--- src/rtl/core/jmhp_pkg.sv ---
// jmhp_pkg: types and constants for the jpeg marker header parser
// phase codes, result kinds, marker codes and the result item struct
// no dependencies

package jmhp_pkg;

  localparam logic [7:0] BYTE_FF      = 8'hFF;
  localparam logic [7:0] MARKER_LOW   = 8'hC0;
  localparam logic [7:0] MARKER_HIGH  = 8'hFE;
  localparam logic [7:0] MARKER_SOF0  = 8'hC0;
  localparam logic [7:0] MARKER_DQT   = 8'hDB;
  localparam logic [7:0] MARKER_DRI   = 8'hDD;
  localparam logic [7:0] MARKER_SOS   = 8'hDA;
  localparam logic [7:0] MARKER_EOI   = 8'hD9;

  localparam logic [3:0] DQT_SKIP_LEN = 4'd3;
  localparam logic [3:0] SOF_SKIP_LEN = 4'd3;
  localparam logic [3:0] SOS_SKIP_LEN = 4'd12;
  localparam logic [5:0] LAST_ENTRY   = 6'd63;

  typedef enum logic [2:0] {
    KIND_LUMA    = 3'd0,
    KIND_CHROMA  = 3'd1,
    KIND_HEADER  = 3'd2,
    KIND_PAYLOAD = 3'd3,
    KIND_END     = 3'd4
  } kind_t;

  typedef enum logic [12:0] {
    PH_SCAN     = 13'b0_0000_0000_0001,
    PH_DQT_SKIP = 13'b0_0000_0000_0010,
    PH_LUMA     = 13'b0_0000_0000_0100,
    PH_DQT_GAP  = 13'b0_0000_0000_1000,
    PH_CHROMA   = 13'b0_0000_0001_0000,
    PH_SOF_SKIP = 13'b0_0000_0010_0000,
    PH_H_HI     = 13'b0_0000_0100_0000,
    PH_H_LO     = 13'b0_0000_1000_0000,
    PH_W_HI     = 13'b0_0001_0000_0000,
    PH_W_LO     = 13'b0_0010_0000_0000,
    PH_SOS_SKIP = 13'b0_0100_0000_0000,
    PH_PAYLOAD  = 13'b0_1000_0000_0000,
    PH_SWALLOW  = 13'b1_0000_0000_0000
  } phase_t;

  typedef struct packed {
    kind_t       kind;
    logic [5:0]  table_index;
    logic [7:0]  byte_value;
    logic [15:0] frame_width;
    logic [15:0] frame_height;
    logic        frame_type;
    logic        tables_seen;
    logic        restart_seen;
    logic        end_status;
    logic        last_of_frame;
  } item_t;

endpackage

--- src/rtl/core/jpeg_marker_header_parser_unit.sv ---
// jpeg_marker_header_parser_unit: byte-serial jpeg marker segment parser
// decodes one frame byte per cycle while in_ready is high into table, header, payload and end items
// depends on jmhp_pkg

// Takes one frame byte per cycle and decodes it in one registered pass. Most
// bytes give zero or one result item; the frame's last byte, if it is a table
// entry, gives two (its own item plus an end item), the second held in a
// pending stage so input stalls until that item moves to the output. in_ready
// is high when the pending stage is empty and the output register is empty
// or transfers in the same cycle, so with out_ready held high the block
// sustains one byte per cycle, apart from that stall at such a frame end. A
// byte's own result is registered and appears in the cycle after its transfer.

module jpeg_marker_header_parser_unit
  import jmhp_pkg::*;
(
  input  logic        clk,
  input  logic        rst,
  input  logic        in_valid,
  output logic        in_ready,
  input  logic [7:0]  data_byte,
  input  logic        frame_last,
  output logic        out_valid,
  input  logic        out_ready,
  output logic [2:0]  kind,
  output logic [5:0]  table_index,
  output logic [7:0]  byte_value,
  output logic [15:0] frame_width,
  output logic [15:0] frame_height,
  output logic        frame_type,
  output logic [7:0]  quality,
  output logic        restart_seen,
  output logic        end_status,
  output logic        last_of_frame
);

  phase_t      phase, phase_next;
  logic [3:0]  skip_count, skip_count_next;
  logic [5:0]  entry_index, entry_index_next;
  logic [15:0] width_reg, width_reg_next;
  logic [15:0] height_reg, height_reg_next;
  logic        baseline_flag, baseline_flag_next;
  logic        tables_flag, tables_flag_next;
  logic        restart_flag, restart_flag_next;
  logic        prev_was_ff, prev_was_ff_next;

  item_t       out_item, pend_item;
  logic        pend_valid;

  logic        emit_valid;
  kind_t       emit_kind;
  logic [5:0]  emit_index;
  logic [7:0]  emit_value;
  logic        emit_status;
  logic        emit_last;
  logic        final_done;
  logic        end_valid;
  logic        skip_end;
  logic        is_marker;
  item_t       main_item, end_item;
  logic        accept, pop;

  assign accept = in_valid && in_ready;
  assign pop    = out_valid && out_ready;
  assign in_ready = !pend_valid && (!out_valid || out_ready);

  assign skip_end  = (skip_count <= 4'd1);
  assign is_marker = prev_was_ff && (data_byte >= MARKER_LOW) && (data_byte <= MARKER_HIGH);

  always_comb begin
    phase_next         = phase;
    skip_count_next    = skip_count;
    entry_index_next   = entry_index;
    width_reg_next     = width_reg;
    height_reg_next    = height_reg;
    baseline_flag_next = baseline_flag;
    tables_flag_next   = tables_flag;
    restart_flag_next  = restart_flag;
    prev_was_ff_next   = prev_was_ff;
    emit_valid  = 1'b0;
    emit_kind   = KIND_END;
    emit_index  = 6'd0;
    emit_value  = 8'd0;
    emit_status = 1'b0;
    emit_last   = frame_last;
    final_done  = 1'b0;
    case (phase)
      PH_SCAN: begin
        if (is_marker) begin
          prev_was_ff_next = 1'b0;
          if (data_byte == MARKER_DQT) begin
            tables_flag_next = 1'b1;
            phase_next       = PH_DQT_SKIP;
            skip_count_next  = DQT_SKIP_LEN;
          end else if (data_byte == MARKER_SOF0) begin
            baseline_flag_next = 1'b1;
            phase_next         = PH_SOF_SKIP;
            skip_count_next    = SOF_SKIP_LEN;
          end else if (data_byte == MARKER_DRI) begin
            restart_flag_next = 1'b1;
          end else if (data_byte == MARKER_SOS) begin
            phase_next      = PH_SOS_SKIP;
            skip_count_next = SOS_SKIP_LEN;
          end else if (data_byte == MARKER_EOI) begin
            emit_valid = 1'b1;
            emit_kind  = KIND_END;
            final_done = 1'b1;
            phase_next = PH_SWALLOW;
          end
        end else begin
          prev_was_ff_next = (data_byte == BYTE_FF);
        end
      end
      PH_DQT_SKIP: begin
        skip_count_next = skip_end ? 4'd0 : skip_count - 4'd1;
        if (skip_end) begin
          phase_next       = PH_LUMA;
          entry_index_next = 6'd0;
        end
      end
      PH_LUMA: begin
        emit_valid       = 1'b1;
        emit_kind        = KIND_LUMA;
        emit_index       = entry_index;
        emit_value       = data_byte;
        emit_last        = 1'b0;
        entry_index_next = entry_index + 6'd1;
        if (entry_index == LAST_ENTRY) phase_next = PH_DQT_GAP;
      end
      PH_DQT_GAP: begin
        phase_next       = PH_CHROMA;
        entry_index_next = 6'd0;
      end
      PH_CHROMA: begin
        emit_valid       = 1'b1;
        emit_kind        = KIND_CHROMA;
        emit_index       = entry_index;
        emit_value       = data_byte;
        emit_last        = 1'b0;
        entry_index_next = entry_index + 6'd1;
        if (entry_index == LAST_ENTRY) phase_next = PH_SCAN;
      end
      PH_SOF_SKIP: begin
        skip_count_next = skip_end ? 4'd0 : skip_count - 4'd1;
        if (skip_end) phase_next = PH_H_HI;
      end
      PH_H_HI: begin
        height_reg_next = {data_byte, 8'd0};
        phase_next      = PH_H_LO;
      end
      PH_H_LO: begin
        height_reg_next = {height_reg[15:8], data_byte};
        phase_next      = PH_W_HI;
      end
      PH_W_HI: begin
        width_reg_next = {data_byte, 8'd0};
        phase_next     = PH_W_LO;
      end
      PH_W_LO: begin
        width_reg_next = {width_reg[15:8], data_byte};
        phase_next     = PH_SCAN;
      end
      PH_SOS_SKIP: begin
        skip_count_next = skip_end ? 4'd0 : skip_count - 4'd1;
        // a frame ending mid-skip still gets its scan header
        if (skip_end || frame_last) begin
          emit_valid = 1'b1;
          emit_kind  = KIND_HEADER;
          final_done = frame_last;
          phase_next = PH_PAYLOAD;
        end
      end
      PH_PAYLOAD: begin
        emit_valid = 1'b1;
        emit_kind  = KIND_PAYLOAD;
        emit_value = data_byte;
        final_done = frame_last;
      end
      default: begin
        phase_next = PH_SWALLOW;
        final_done = 1'b1;
      end
    endcase
  end

  assign end_valid = frame_last && !final_done;

  // both items carry the frame fields as they stand after this byte
  always_comb begin
    main_item.kind          = emit_kind;
    main_item.table_index   = emit_index;
    main_item.byte_value    = emit_value;
    main_item.frame_width   = width_reg_next;
    main_item.frame_height  = height_reg_next;
    main_item.frame_type    = baseline_flag_next;
    main_item.tables_seen   = tables_flag_next;
    main_item.restart_seen  = restart_flag_next;
    main_item.end_status    = emit_status;
    main_item.last_of_frame = emit_last;
    end_item                = main_item;
    end_item.kind           = KIND_END;
    end_item.table_index    = 6'd0;
    end_item.byte_value     = 8'd0;
    end_item.end_status     = 1'b1;
    end_item.last_of_frame  = 1'b1;
  end

  always_ff @(posedge clk) begin
    if (rst) begin
      phase         <= PH_SCAN;
      skip_count    <= 4'd0;
      entry_index   <= 6'd0;
      width_reg     <= 16'd0;
      height_reg    <= 16'd0;
      baseline_flag <= 1'b0;
      tables_flag   <= 1'b0;
      restart_flag  <= 1'b0;
      prev_was_ff   <= 1'b0;
    end else if (accept) begin
      if (frame_last) begin
        // frame state starts over for the next frame
        phase         <= PH_SCAN;
        skip_count    <= 4'd0;
        entry_index   <= 6'd0;
        width_reg     <= 16'd0;
        height_reg    <= 16'd0;
        baseline_flag <= 1'b0;
        tables_flag   <= 1'b0;
        restart_flag  <= 1'b0;
        prev_was_ff   <= 1'b0;
      end else begin
        phase         <= phase_next;
        skip_count    <= skip_count_next;
        entry_index   <= entry_index_next;
        width_reg     <= width_reg_next;
        height_reg    <= height_reg_next;
        baseline_flag <= baseline_flag_next;
        tables_flag   <= tables_flag_next;
        restart_flag  <= restart_flag_next;
        prev_was_ff   <= prev_was_ff_next;
      end
    end
  end

  always_ff @(posedge clk) begin
    if (rst) begin
      out_valid  <= 1'b0;
      pend_valid <= 1'b0;
    end else if (accept) begin
      out_valid  <= emit_valid || end_valid;
      pend_valid <= emit_valid && end_valid;
    end else if (pop) begin
      out_valid  <= pend_valid;
      pend_valid <= 1'b0;
    end
  end

  always_ff @(posedge clk) begin
    if (accept) begin
      out_item  <= emit_valid ? main_item : end_item;
      pend_item <= end_item;
    end else if (pop) begin
      out_item <= pend_item;
    end
  end

  assign kind          = out_item.kind;
  assign table_index   = out_item.table_index;
  assign byte_value    = out_item.byte_value;
  assign frame_width   = out_item.frame_width;
  assign frame_height  = out_item.frame_height;
  assign frame_type    = out_item.frame_type;
  assign quality       = out_item.tables_seen ? 8'hFF : 8'h00;
  assign restart_seen  = out_item.restart_seen;
  assign end_status    = out_item.end_status;
  assign last_of_frame = out_item.last_of_frame;

`ifndef SYNTHESIS
  a_pend_behind_out: assert property (@(posedge clk) disable iff (rst)
    pend_valid |-> out_valid)
    else $error("pending item without an item in the output register");

  a_pend_is_end: assert property (@(posedge clk) disable iff (rst)
    pend_valid |-> (pend_item.kind == KIND_END && pend_item.last_of_frame))
    else $error("pending item is not a frame end item");

  a_frame_restart: assert property (@(posedge clk) disable iff (rst)
    (accept && frame_last) |=> (phase == PH_SCAN && !prev_was_ff && !tables_flag))
    else $error("frame state not cleared after the last byte");

  a_last_pair: assert property (@(posedge clk) disable iff (rst)
    (accept && frame_last && !final_done) |=> (out_valid && out_item.last_of_frame == !pend_valid))
    else $error("frame end item not ordered last");
`endif

endmodule

--- config.mk ---
export PLATFORM = sky130hd
export DESIGN_NAME = jpeg_marker_header_parser_unit
export DESIGN_NICKNAME = d
export VERILOG_FILES = /design/src/rtl/core/jmhp_pkg.sv /design/src/rtl/core/jpeg_marker_header_parser_unit.sv
export SDC_FILE = /design/constraint.sdc
export NUM_CORES = 1
export LEC_CHECK = 0
export BUFFER_PORTS_ARGS = -buffer_cell sky130_fd_sc_hd__buf_2
export CELL_PAD_IN_SITES_DETAIL_PLACEMENT = 0
export CELL_PAD_IN_SITES_GLOBAL_PLACEMENT = 1
export CORE_MARGIN = 3
export CORE_UTILIZATION = 35
export DETAILED_ROUTE_END_ITERATION = 8
export GPL_TIMING_DRIVEN = 1
export PLACE_DENSITY_LB_ADDON = 0.1
export SETUP_SLACK_MARGIN = 0.15
export SYNTH_ARGS = -nofsm -noshare
export SYNTH_HDL_FRONTEND = slang
export SYNTH_SLANG_ARGS = --single-unit
--- constraint.sdc ---
create_clock -name clk -period 7.5 [get_ports clk]
set_clock_uncertainty 0.15 [all_clocks]
set_input_delay 0.375 -clock clk [delete_from_list [all_inputs] [get_ports clk]]
set_output_delay 0.375 -clock clk [all_outputs]
set_load 0.1 [all_outputs]
==> reports/results.tsv <==
stage	metric	value	unit
outcome	status	complete, no violations	
detailed_routing	DRT Pass-1 Iters	6	
placement	Placed Area	7390	sq um
timing	Hold WS	0.236	ns
timing	period utilization	41.2	%
worst_setup_path	critical path class	register to register	
clocking	clock-pin slew on the worst setup and hold paths	0.06	ns
placement	Placer Congestion	0.864	
hold_path	worst min path class	primary input to register	
detailed_routing	via density per instance	5.20	
finish	Post-Layout Cell Count	976	
timing	fin. max-slew vios	0	
die	Starting Density	36.2	%
worst_setup_path	CP Launch Type	register	
global_routing	overflow left after global routing	0	
synth	ys async rst share	0	%
timing	relative slew slack	37.1	%
finish	Ant. Diodes	0	
job	max-cap violations	0	
global_routing	first-pass GRT wire length	28.1	mm
synth	Mapped Cells	648	
power	Final Total Pwr	2.06	mW
die	row count	50	
clocking	clock sinks	150	
synth	sequential-to-total area share from yosys stat	56.7	%
detailed_routing	total wire length	17.7	mm
detailed_routing	starting DRC count in detailed routing	420	
synth	Synthesis Warnings	0	
synth	Post-synth EDFFs	89	
global_routing	initial antenna violation count	0	
global_routing	vias in the first global route	4936	
timing	final setup vio count	0	
worst_setup_path	worst path arrival time	3.12	ns
finish	max FFs per register	35	
timing	Final Hold Vio Count	0	
placement	Port Buffers	75	
clocking	# Post-CTS Setup Buffers	0	
die	core area	19000	sq um
clocking	Worst-Skew Late Latency	0.42	ns
clocking	CTS root buf	clkbuf_16	
placement	dpl ws	4.36	ns
clocking	CTS tree	yes	
clocking	hold buffers post-CTS	0	
timing	Setup TNS Final	0	ns
power	peak supply drop	156	uV
die	Die Area	21300	sq um
power	pwr/cell area	258	nW/um^2
clocking	H-tree Lvls	4	
worst_setup_path	crit path capture type	register	
clocking	Max clock buf depth	2	
power	Internal	1.47	mW
synth	ys flop type	edfxtp_1	
detailed_routing	Routed Antenna Nets	0	
power	sw frac	28.9	%
power	switching power	0.596	mW
global_routing	Total GRT Usage	16.7	%
placement	hpwl dp	11.3	mm
clocking	Resized cells post-CTS	0	
die	Die H	146	um
detailed_routing	DRT met1 WL	8.42	mm
detailed_routing	routed length per instance	18.1	um
power	Pleak	3.12	nW
detailed_routing	Met3 Routed Length	729	um
synth	syn avg cell area	10.6	sq um
timing	actual slew at the worst max-slew pin	0.935	ns
die	io pins	76	
power	clock power share	41.9	%
synth	cell area after synthesis	6860	sq um
worst_setup_path	critical path fanouts, max	11	
detailed_routing	Vias	5076	
synth	Seq cells post-synth	150	
clocking	Num CTS Buffers	17	
detailed_routing	max layer used	met4	
placement	Post-Place Cells	944	
timing	f_max	323	MHz
synth	post-synth cell types	59	
worst_setup_path	Critical Path RT	7.52	ns
finish	fin util	42.1	%
timing	min Tclk post-route	3.09	ns
finish	share of layout cells above drive strength 1	21.6	%
detailed_routing	DRC errors left	0	
finish	nets	719	
synth	post-synth net total	664	
finish	fin area	7980	sq um
power	Combinational Power Share	13.9	%
finish	area growth from synthesis to layout	16.4	%
timing	fin worst setup slack	4.41	ns
finish	Reg with most FFs	pend_item	
detailed_routing	met2 WL	8.36	mm
timing	unrepaired setup endpoints after global routing	no	
global_routing	largest net degree at the start of global routing	75	
worst_setup_path	flop-to-flop setup slack	4.41	ns
die	Die Span X	146	um
power	Seq pwr share	44.2	%
kinds of logic (layout without fill, tap and decap cells):
family / after synthesis / count (layout) / share of synthesized area, %
multiplexers: 32 / 32 / 5.11
XOR/XNOR: 3 / 3 / 0.383
adder cells (fa/ha/maj): 3 / 3 / 0.547
AND/OR/NAND/NOR: 281 / 281 / 20.4
flip-flops: 150 / 150 / 56.7
AO/OA/AOI/OAI: 120 / 120 / 12.8
buffers and inverters: 59 / 127 / 3.97
synthesized netlist by cell type, types with 10 or more instances:
cell type  count  area, sq um
nand2_1      100          375
edfxtp_1      89         2670
nor2_1        74          278
dfxtp_1       61         1220
a22oi_1       34          255
clkbuf_1      26         97.6
mux2_2        24          270
a21oi_1       18         90.1
a22o_1        18          158
o21ai_0       18         90.1
and2_1        16          100
nor3_1        14         70.1
nand2b_1      13         81.3
inv_1         12         45.0
nand4_1       11         68.8
nor4_1        10         62.6
final timing paths:
check | startpoint | end | cells past startpoint
max | phase[4]$_SDFFE_PP0P_ | frame_width[1]$_DFFE_PP_ | 6
min reg2reg | baseline_flag$_SDFFE_PP0P_ | baseline_flag$_SDFFE_PP0P_ | 2
min | out_ready | out_valid$_SDFFE_PP0P_ | 4
max reg2reg | phase[4]$_SDFFE_PP0P_ | frame_width[1]$_DFFE_PP_ | 6
per-layer routing:
layer / vias up / GRT usage, %
li1: 2472 / -
met1: 2475 / 22.3
met2: 117 / 27.6
met3: 12 / 3.82
met4: 0 / 4.42
met5: - / 0
layout by cell type (no fill, tap or decap), types with 14 or more instances in the layout:
| cell | Yosys | routed |
|---|---|---|
| nor3_1 | 14 | 14 |
| dfxtp_1 | 61 | 61 |
| and2_1 | 16 | 16 |
| clkbuf_16 | 0 | 17 |
| buf_2 | 7 | 75 |
| edfxtp_1 | 89 | 89 |
| nand2_1 | 100 | 99 |
| a21oi_1 | 18 | 18 |
| a22o_1 | 18 | 18 |
| mux2_2 | 24 | 24 |
| o21ai_0 | 18 | 18 |
| a22oi_1 | 34 | 34 |
| nor2_1 | 74 | 74 |
final cells by class:
cell class | instances | area, sq um
inverters | 13 | 48.8
well taps | 260 | 325
flip-flops and latches | 150 | 3890
clock inverters | 12 | 154
clock buffers | 20 | 437
repair buffers | 82 | 428
fillers | 1868 | 11000
multi-input cells | 439 | 2700
power groups by stage:
stage / Combinational (mW) / Clock [mW] / Sequential [mW]
floorplan: 0.0994 / 0 / 1.07
global route: 0.300 / 0.919 / 0.915
finish: 0.286 / 0.864 / 0.913
CTS: 0.289 / 0.887 / 0.913
detailed placement: 0.288 / 0 / 0.931
global placement: 0.287 / 0 / 0.931
critical path: stages (launching register included):
cell     delay [ns]
dfxtp_1        0.42
or4_1          0.80
nor4_4         0.71
nor2_1         0.34
a22o_1         0.30
nand2_1        0.08
nand2_1        0.06
Power figures use the tool's default switching activity.
